$ cat src/sv/char_lcd_nibble_sequencer_core_assert.svh
// Assertion macros for the character LCD nibble sequencer.
// Expects signals named clk and rst_n in the including module.
`ifndef CHAR_LCD_NIBBLE_SEQUENCER_CORE_ASSERT_SVH
`define CHAR_LCD_NIBBLE_SEQUENCER_CORE_ASSERT_SVH

// Same-cycle implication, checked outside reset.
`define LCDSEQ_ASSERT_NOW(label, ante, cons, msg) \
  label: assert property (@(posedge clk) disable iff (!rst_n) (ante) |-> (cons)) \
    else $error(msg);

// Next-cycle implication, checked outside reset.
`define LCDSEQ_ASSERT_NEXT(label, ante, cons, msg) \
  label: assert property (@(posedge clk) disable iff (!rst_n) (ante) |=> (cons)) \
    else $error(msg);

`endif

$ cat src/sv/lcdseq_pkg.sv
// Package for the character LCD nibble sequencer: request kinds, timing constants
// and the pin step record. No dependencies.
package lcdseq_pkg;

  localparam int KindW  = 2;
  localparam int ValueW = 8;
  localparam int NibW   = 4;
  localparam int HoldW  = 10;
  localparam int StepW  = 4;

  localparam logic [KindW-1:0] KIND_INIT = 2'd0;
  localparam logic [KindW-1:0] KIND_CMD  = 2'd1;
  localparam logic [KindW-1:0] KIND_DATA = 2'd2;
  localparam logic [KindW-1:0] KIND_NONE = 2'd3;

  localparam logic [StepW-1:0] INIT_LAST_STEP = 4'd8;
  localparam logic [StepW-1:0] BYTE_LAST_STEP = 4'd3;

  localparam logic [HoldW-1:0] HOLD_STROBE  = 10'd1;
  localparam logic [HoldW-1:0] HOLD_POWERUP = 10'd750;
  localparam logic [HoldW-1:0] HOLD_INIT_1  = 10'd250;
  localparam logic [HoldW-1:0] HOLD_INIT_2  = 10'd5;
  localparam logic [HoldW-1:0] HOLD_SETTLE  = 10'd3;
  localparam logic [HoldW-1:0] HOLD_LONG    = 10'd113;

  localparam logic [NibW-1:0] NIB_INIT_8BIT = 4'h3;
  localparam logic [NibW-1:0] NIB_INIT_4BIT = 4'h2;

  localparam logic [ValueW-1:0] CMD_CLEAR = 8'h01;
  localparam logic [ValueW-2:0] CMD_HOME  = 7'h01;

  typedef struct packed {
    logic             reg_select;
    logic             enable;
    logic [NibW-1:0]  nibble;
    logic [HoldW-1:0] hold_units;
    logic             last;
  } step_t;

endpackage

$ cat src/sv/lcdseq_step_gen.sv
// Pin step decoder: maps a request and a step number to one bus pin state.
// Depends on lcdseq_pkg.
module lcdseq_step_gen (
  input  logic [lcdseq_pkg::KindW-1:0]  kind,
  input  logic [lcdseq_pkg::ValueW-1:0] value,
  input  logic [lcdseq_pkg::StepW-1:0]  step,
  output lcdseq_pkg::step_t             step_out
);

  logic                         long_cmd;
  logic [lcdseq_pkg::NibW-1:0]  byte_nib;
  logic [lcdseq_pkg::HoldW-1:0] fin_hold;

  assign long_cmd = (kind == lcdseq_pkg::KIND_CMD) &&
                    ((value == lcdseq_pkg::CMD_CLEAR) ||
                     (value[lcdseq_pkg::ValueW-1:1] == lcdseq_pkg::CMD_HOME));
  assign fin_hold = long_cmd ? lcdseq_pkg::HOLD_LONG : lcdseq_pkg::HOLD_SETTLE;
  assign byte_nib = step[1] ? value[3:0] : value[7:4];

  always_comb begin
    step_out = '0;
    unique case (kind) inside
      lcdseq_pkg::KIND_INIT: begin
        step_out.enable = step[0];
        step_out.nibble = (step >= 4'd7) ? lcdseq_pkg::NIB_INIT_4BIT
                                         : lcdseq_pkg::NIB_INIT_8BIT;
        step_out.last   = (step == lcdseq_pkg::INIT_LAST_STEP);
        unique case (step)
          4'd0: begin
            step_out.nibble     = '0;
            step_out.hold_units = lcdseq_pkg::HOLD_POWERUP;
          end
          4'd2:    step_out.hold_units = lcdseq_pkg::HOLD_INIT_1;
          4'd4:    step_out.hold_units = lcdseq_pkg::HOLD_INIT_2;
          4'd6:    step_out.hold_units = lcdseq_pkg::HOLD_SETTLE;
          4'd8:    step_out.hold_units = lcdseq_pkg::HOLD_SETTLE;
          default: step_out.hold_units = lcdseq_pkg::HOLD_STROBE;
        endcase
      end
      lcdseq_pkg::KIND_CMD, lcdseq_pkg::KIND_DATA: begin
        step_out.reg_select = (kind == lcdseq_pkg::KIND_DATA);
        step_out.enable     = ~step[0];
        step_out.nibble     = byte_nib;
        step_out.last       = (step == lcdseq_pkg::BYTE_LAST_STEP);
        step_out.hold_units = step_out.last ? fin_hold : lcdseq_pkg::HOLD_STROBE;
      end
      default: step_out = '0;
    endcase
  end

endmodule

$ cat src/sv/char_lcd_nibble_sequencer_core.sv
// Character LCD nibble sequencer: one request in, up to nine timed pin steps out.
// Requests pass the request, then the output registers; one step leaves per cycle
// while out_tready is high. Byte requests have four steps, init nine, by the step counter.
// The next request is taken in the cycle its predecessor's final step is registered.
// Reset (rst_n low, synchronous) empties the request and output registers.
// Depends on lcdseq_pkg, lcdseq_step_gen and char_lcd_nibble_sequencer_core_assert.svh.
`include "char_lcd_nibble_sequencer_core_assert.svh"

module char_lcd_nibble_sequencer_core (
  input  logic        clk,
  input  logic        rst_n,
  input  logic        in_tvalid,
  output logic        in_tready,
  input  logic [7:0]  in_tdata,   // value[7:0]
  input  logic [1:0]  in_tuser,   // kind[1:0]
  output logic        out_tvalid,
  input  logic        out_tready,
  output logic [15:0] out_tdata,  // reg_select[0], enable[1], nibble[5:2], hold_units[15:6]
  output logic        out_tlast
);

  logic                          item_valid_r, item_valid_nxt;
  logic [lcdseq_pkg::KindW-1:0]  kind_r, kind_nxt;
  logic [lcdseq_pkg::ValueW-1:0] value_r, value_nxt;
  logic [lcdseq_pkg::StepW-1:0]  step_r, step_nxt;
  logic                          out_valid_r, out_valid_nxt;
  lcdseq_pkg::step_t             out_step_r, out_step_nxt;
  lcdseq_pkg::step_t             cur_step;
  logic                          out_load;
  logic                          in_acc;

  lcdseq_step_gen u_step_gen (
    .kind     (kind_r),
    .value    (value_r),
    .step     (step_r),
    .step_out (cur_step)
  );

  assign out_load  = item_valid_r && (!out_valid_r || out_tready);
  assign in_tready = !item_valid_r || (out_load && cur_step.last);
  assign in_acc    = in_tvalid && in_tready;

  always_comb begin
    item_valid_nxt = item_valid_r;
    kind_nxt       = kind_r;
    value_nxt      = value_r;
    step_nxt       = step_r;
    if (in_acc) begin
      item_valid_nxt = (in_tuser != lcdseq_pkg::KIND_NONE);
      kind_nxt       = in_tuser;
      value_nxt      = in_tdata;
      step_nxt       = '0;
    end else if (out_load) begin
      step_nxt = step_r + 4'd1;
      if (cur_step.last) begin
        item_valid_nxt = 1'b0;
      end
    end
  end

  always_comb begin
    out_valid_nxt = out_valid_r;
    out_step_nxt  = out_step_r;
    if (out_load) begin
      out_valid_nxt = 1'b1;
      out_step_nxt  = cur_step;
    end else if (out_tready) begin
      out_valid_nxt = 1'b0;
    end
  end

  always_ff @(posedge clk) begin
    if (!rst_n) begin
      item_valid_r <= 1'b0;
      out_valid_r  <= 1'b0;
      step_r       <= '0;
    end else begin
      item_valid_r <= item_valid_nxt;
      out_valid_r  <= out_valid_nxt;
      step_r       <= step_nxt;
    end
  end

  always_ff @(posedge clk) begin
    kind_r     <= kind_nxt;
    value_r    <= value_nxt;
    out_step_r <= out_step_nxt;
  end

  assign out_tvalid = out_valid_r;
  assign out_tlast  = out_step_r.last;
  assign out_tdata  = {out_step_r.hold_units, out_step_r.nibble,
                       out_step_r.enable, out_step_r.reg_select};

  `LCDSEQ_ASSERT_NOW(a_no_unused_kind, item_valid_r, kind_r != lcdseq_pkg::KIND_NONE, "unused request kind held as live")
  `LCDSEQ_ASSERT_NOW(a_init_step_range, item_valid_r && kind_r == lcdseq_pkg::KIND_INIT, step_r <= lcdseq_pkg::INIT_LAST_STEP, "init step counter overran")
  `LCDSEQ_ASSERT_NOW(a_byte_step_range, item_valid_r && kind_r != lcdseq_pkg::KIND_INIT, step_r <= lcdseq_pkg::BYTE_LAST_STEP, "byte step counter overran")
  `LCDSEQ_ASSERT_NEXT(a_last_frees_slot, out_load && cur_step.last && !in_acc, !item_valid_r, "request slot not freed after final step")

endmodule
$ cat config.mk
export PLATFORM = sky130hd
export DESIGN_NAME = char_lcd_nibble_sequencer_core
export DESIGN_NICKNAME = d
export VERILOG_FILES = /design/src/sv/lcdseq_pkg.sv /design/src/sv/lcdseq_step_gen.sv /design/src/sv/char_lcd_nibble_sequencer_core.sv
export VERILOG_INCLUDE_DIRS = /design/src /design/src/sv
export SDC_FILE = /design/constraint.sdc
export NUM_CORES = 1
export LEC_CHECK = 0
export BUFFER_PORTS_ARGS = -buffer_cell sky130_fd_sc_hd__buf_4
export CORE_ASPECT_RATIO = 0.7
export CORE_MARGIN = 4
export CORE_UTILIZATION = 40
export CTS_BUF_LIST = sky130_fd_sc_hd__clkbuf_4
export DETAILED_ROUTE_END_ITERATION = 12
export SLEW_MARGIN = 5
export SYNTH_ARGS = -nofsm -noshare
export SYNTH_HDL_FRONTEND = slang
export SYNTH_SLANG_ARGS = --single-unit
$ cat constraint.sdc
create_clock -name clk -period 5.72 [get_ports clk]
set_input_delay 0.858 -clock clk [delete_from_list [all_inputs] [get_ports clk]]
set_output_delay 0.858 -clock clk [all_outputs]
set_load 0.01 [all_outputs]
==> results of run 1 <==
-- cells by family after synthesis --
| logic type | Yosys count | share of synthesized area |
|---|---|---|
| other | 1 | 0.00267 |
| flip-flops | 30 | 0.599 |
| AND/OR/NAND/NOR | 37 | 0.146 |
| AO/OA/AOI/OAI | 18 | 0.0901 |
| adder cells (fa/ha/maj) | 7 | 0.0624 |
| multiplexers | 5 | 0.0375 |
| XOR/XNOR | 2 | 0.0125 |
| buffers and inverters | 14 | 0.0491 |
-- through the flow --
step	hold slack (ns)	setup WS [ns]
CTS	0.544	2.86
global placement	0.517	3.31
finish	0.544	2.89
global route	0.583	2.74
floorplan	0.492	3.54
detailed placement	0.527	3.24
-- flip-flops by register name (all words and copies together), names as in the netlist --
name          cells
kind_r            2
out_tvalid        1
out_tdata        13
item_valid_r      1
out_tlast         1
step_r            4
value_r           8
-- cell usage after synthesis --
master	count	area, µm²
a32oi_2	1	16.3
conb_1	1	3.75
inv_1	9	33.8
xor2_1	1	8.76
dfxtp_1	6	120
ha_1	7	87.6
nor2b_1	1	6.26
nor4b_4	1	23.8
nor3_1	2	10.0
and2_1	2	12.5
nand2b_1	3	18.8
a2111oi_0	1	8.76
nor2b_4	1	13.8
buf_4	4	30.0
nand3_1	5	25.0
o211a_1	1	10.0
mux2_2	2	22.5
nand2_1	10	37.5
buf_2	1	5.00
or3_1	1	6.26
a21oi_1	5	25.0
nor2b_2	1	8.76
o21ai_2	2	17.5
nor2_1	9	33.8
a21boi_1	1	7.51
a21boi_0	2	15.0
o21ai_0	4	20.0
nor4b_1	1	8.76
xnor2_1	1	8.76
mux2i_1	3	30.0
edfxtp_1	24	721
o22ai_1	1	6.26
-- how the worst max path moves through the flow --
stage | endpoint | cells after the start
finish | in_tready | 6
global route | in_tready | 6
CTS | in_tready | 6
detailed placement | in_tready | 6
global placement | in_tready | 6
floorplan | in_tready | 5
-- routing by layer --
metal,GRT usage,wire (µm),vias to the layer above
met5,0,0,-
met4,0.0748,62,0
met3,0.0473,192,9
met2,0.180,1060,36
met1,0.155,1170,429
li1,-,-,465
-- cell type report --
cell class / instances / area (µm²) / area share
inverters: 9 / 33.8 / 0.0194
flip-flops and latches: 30 / 841 / 0.483
repair buffers: 31 / 233 / 0.134
clock buffers: 6 / 45.0 / 0.0259
clock inverters: 2 / 37.5 / 0.0216
multi-input cells: 70 / 493 / 0.283
well taps: 47 / 58.8 / 0.0338
-- power by group --
part,switching (mW),total (mW),internal [mW],leakage (nW)
clock,0.0752,0.172,0.0969,0.0419
combinational,0.0290,0.0563,0.0273,0.393
sequential,0.00602,0.257,0.251,0.280
total,0.110,0.485,0.375,0.714
-- critical path, stage by stage (launching register included) --
cell      delay [ns]
edfxtp_1        0.40
inv_1           0.08
ha_1            0.37
nor4b_4         0.28
a32oi_2         0.14
o21ai_2         0.22
buf_4           0.15
==> impl_metrics.csv, run 1 <==
group,metric,value,unit
timing,hold_violations,0,
pwr,p_leak,0.714,nW
setup_path,critical_path.max_fanout,6,
floorplan,die_x,78.8,µm
clock_network,post_cts_buffers,0,
timing,tightest_slew,0.518,ns
timing,worst_clock_skew,0.0157,ns
final_layout,area_delta_synth_final,24.2,%
timing,finalCritPeriodShare,0.494,
place,hpwl,1910,µm
timing,worst_slew_margin_rel,0.654,
timing,max_freq,354,MHz
final_layout,final_area,1740,µm²
floorplan,dieArea,4530,µm²
detailed_routing,drt-vias-per-instance,4.82,
floorplan,rows,17,
clock_network,cts_resized,0,
floorplan,start_util,0.431,
floorplan,die_y,57.5,µm
global_routing,grt_max_degree,15,
pwr,total_power,0.485,mW
clock_network,numCtsBuffers,5,
setup_path,critPathLaunch,"kind_r[1]$_DFFE_PP_",
setup_path,endpoint_kind,"output pin",
min_path,hp-class,"flip-flop to flip-flop",
clock_network,clk-insertion-delay-late,0.34,ns
place,placed_cell_area,1660,µm²
logic_synthesis,synth.avg_cell_area,12.3,µm²
detailed_routing,first_iter_violations,34,
min_path,worstHoldStart,"item_valid_r$_SDFFE_PN0P_",
final_layout,layout_common_cells,"buf_4 (31), edfxtp_1 (24), nand2_1 (10)",
place,port_buffers,31,
logic_synthesis,ys_seq_area_frac,0.599,
pwr,power.density,279,nW/µm²
setup_path,reg2reg_slack,3.47,ns
logic_synthesis,yosysWarnings,0,
timing,fin_tns_setup,0,ns
logic_synthesis,ys_ff_latch,30,
global_routing,grt_pass1_wl,4190,µm
clock_network,cts_hold_buffers,0,
detailed_routing,final_antenna_net_count,0,
final_layout,fill_cells,288,
setup_path,critical_path_required,4.86,ns
logic_synthesis,syn_nets,135,
global_routing,grtUsageTotal,0.123,
logic_synthesis,syn_area,1400,µm²
setup_path,arrival,1.97,ns
setup_path,reg2reg_depth,6,
final_layout,drive_gt1_frac,0.318,
logic_synthesis,syn-instance-count,114,
floorplan,coreArea,3250,µm²
min_path,holdPathStages,2,
floorplan,ios,33,
global_routing,overflow,0,
run_status,outcome,"complete, no violations",
setup_path,rr_startpoint,"kind_r[1]$_DFFE_PP_",
setup_path,r2r-end,"value_r[6]$_DFFE_PP_",
clock_network,cts_sinks,30,
final_layout,final_common_cell,"buf_4",
final_layout,antennaDiodeCount,0,
timing,rsz0062_at_grt,"false",
clock_network,htreeDepth,2,
min_path,hold_end,"step_r[1]$_SDFFE_PP0P_",
timing,drv_slew,0,
clock_network,cts_tree,"done",
global_routing,grt_pass1_vias,910,
final_layout,nets,168,
final_layout,fin_cells,195,
timing,setup_violations,0,
detailed_routing,drt_pass1_iterations,4,
setup_path,worstSetupPathType,"flip-flop to output pin",
place,placedCellCount,187,
detailed_routing,wirelength,2490,µm
final_layout,fin_util,0.535,
detailed_routing,drc_errors,0,
timing,fin_crit,2.83,ns
setup_path,critPathLaunchType,"flip-flop",
global_routing,antenna_found_initial,0,
detailed_routing,wl_per_cell,12.8,µm
pwr,ir_drop,0.000164,V
clock_network,clockBufferDepth,2,
place,place_congestion,0.743,
logic_synthesis,synth_cell_types,32,
clock_network,clkSlewWorstSetupHoldPaths,0.10,ns
clock_network,cts_root_buffer,"clkbuf_4",
job,maxCapViolCount,0,
detailed_routing,vias,939,
No activity file was read; power rests on OpenSTA's default activity.
==> inputs of run 2 (changes only) <==
==> constraint.sdc (replaced) <==
create_clock -name clk -period 2.9 [get_ports clk]
set_input_delay 0.435 -clock clk [delete_from_list [all_inputs] [get_ports clk]]
set_output_delay 0.435 -clock clk [all_outputs]
set_load 0.01 [all_outputs]
==> impl_metrics.csv, run 2 (synthesized netlist as in run 1, its figures left out) <==
group,metric,value,unit
pwr,p_leak,0.705,nW
setup_path,crit_chain,"inv_1 -> ha_1 -> nor2b_2 -> a32oi_2 -> o21ai_2 -> buf_4",
final_layout,antennaDiodeCount,0,
final_layout,fill_cells,299,
final_layout,drive_gt1_frac,0.311,
floorplan,start_util,0.431,
detailed_routing,first_iter_violations,70,
global_routing,overflow,0,
floorplan,dieArea,4530,µm²
final_layout,final_common_cell,"buf_4",
floorplan,rows,17,
place,placed_cell_area,1660,µm²
floorplan,coreArea,3250,µm²
setup_path,endpoint_kind,"output pin",
place,port_buffers,31,
clock_network,cts_sinks,30,
final_layout,area_delta_synth_final,22.1,%
global_routing,grtUsageTotal,0.124,
final_layout,largest_register_ffs,13,
clock_network,clkSlewWorstSetupHoldPaths,0.09,ns
detailed_routing,vias,933,
global_routing,grt_max_degree,15,
setup_path,critical_path_required,2.47,ns
timing,worst_clock_skew,0.0102,ns
setup_path,reg2reg_depth,6,
pwr,power.density,501,nW/µm²
timing,setup_violations,0,
timing,drv_slew,0,
setup_path,r2r-end,"kind_r[0]$_DFFE_PP_",
pwr,total_power,0.857,mW
clock_network,clockBufferDepth,2,
global_routing,grt_pass1_wl,4150,µm
floorplan,die_y,57.5,µm
place,placedCellCount,187,
clock_network,htreeDepth,2,
detailed_routing,drt-vias-per-instance,4.78,
detailed_routing,drc_errors,0,
detailed_routing,wl_per_cell,13.0,µm
setup_path,rr_startpoint,"kind_r[0]$_DFFE_PP_",
detailed_routing,wirelength,2530,µm
final_layout,final_area,1710,µm²
place,place_congestion,0.789,
final_layout,fin_cells,195,
floorplan,die_x,78.8,µm
setup_path,slowest_stage,"dfxtp_1",
detailed_routing,final_antenna_net_count,0,
clock_network,numCtsBuffers,5,
global_routing,grt_pass1_vias,910,
clock_network,cts_resized,0,
timing,tightest_slew,0.526,ns
timing,worst_slew_margin_rel,0.649,
clock_network,clk-insertion-delay-late,0.33,ns
clock_network,cts_hold_buffers,0,
place,hpwl,1950,µm
min_path,worstHoldStart,"in_tdata[0]",
min_path,hp-class,"input port to flip-flop",
run_status,outcome,"complete, no violations",
clock_network,cts_root_buffer,"clkbuf_4",
final_layout,layout_common_cells,"buf_4 (31), edfxtp_1 (24), nand2_1 (10)",
global_routing,antenna_found_initial,0,
setup_path,reg2reg_slack,0.66,ns
final_layout,nets,168,
clock_network,post_cts_buffers,0,
min_path,holdPathStages,1,
pwr,ir_drop,0.000253,V
setup_path,arrival,1.97,ns
setup_path,slowest_delay,0.58,ns
setup_path,critical_path.max_fanout,9,
timing,finalCritPeriodShare,0.829,
clock_network,cts_tree,"done",
timing,rsz0062_at_grt,"false",
timing,fin_tns_setup,0,ns
floorplan,ios,33,
timing,fin_crit,2.41,ns
detailed_routing,drt_pass1_iterations,4,
setup_path,worstSetupPathType,"flip-flop to output pin",
setup_path,critPathLaunchType,"flip-flop",
timing,hold_violations,0,
timing,max_freq,416,MHz
min_path,hold_end,"value_r[0]$_DFFE_PP_",
job,maxCapViolCount,0,
## run 2: cell types whose count changed in the layout (fill, tap and decap cells not counted), sizes merged
cell and delta:
clkinv +2, bufinv -1, clkinvlp -1
## run 2: per-stage QoR
stage	util	worst slack [ns]	hold slack, ns
6_report	0.526	0.494	0.278
5_1_grt	0.526	0.362	0.257
3_3_place_gp	0.510	0.781	0.522
2_1_floorplan	-	0.875	0.492
4_1_cts	0.526	0.452	0.266
3_5_place_dp	0.510	0.671	0.529
## run 2: how the worst max path moves through the flow
stage | slack (ns) | endpoint | from
finish | 0.49 | in_tready | step_r[1]$_SDFFE_PP0P_
global route | 0.36 | in_tready | step_r[1]$_SDFFE_PP0P_
CTS | 0.45 | in_tready | step_r[1]$_SDFFE_PP0P_
detailed placement | 0.67 | value_r[6]$_DFFE_PP_ | kind_r[0]$_DFFE_PP_
global placement | 0.78 | value_r[3]$_DFFE_PP_ | kind_r[0]$_DFFE_PP_
floorplan | 0.87 | kind_r[0]$_DFFE_PP_ | kind_r[0]$_DFFE_PP_
## run 2: layout make-up
class	instances	area (µm²)	area share
clock buffers	6	45.0	0.0263
clock inverters	2	8.76	0.00511
inverters	9	33.8	0.0197
multi-input cells	70	493	0.288
flip-flops and latches	30	841	0.491
well taps	47	58.8	0.0343
repair buffers	31	233	0.136
## run 2: critical path: cells and delay by family (launching register included)
family,cells,cell delay (ns)
AO/OA/AOI/OAI,2,0.42
adder cells (fa/ha/maj),1,0.23
buffers and inverters,2,0.24
flip-flops,1,0.58
AND/OR/NAND/NOR,1,0.18
## run 2: where the power goes
| group | switching (mW) | internal, mW |
|---|---|---|
| Clock | 0.139 | 0.100 |
| Combinational | 0.0573 | 0.0539 |
| Sequential | 0.0119 | 0.495 |
| Total | 0.208 | 0.649 |
## run 2: metal layers
metal,up-vias,global-route usage,share of wire
met4,0,0.0673,0.028
li1,465,-,-
met2,44,0.192,0.42
met5,-,0,0
met1,416,0.147,0.47
met3,8,0.0505,0.082
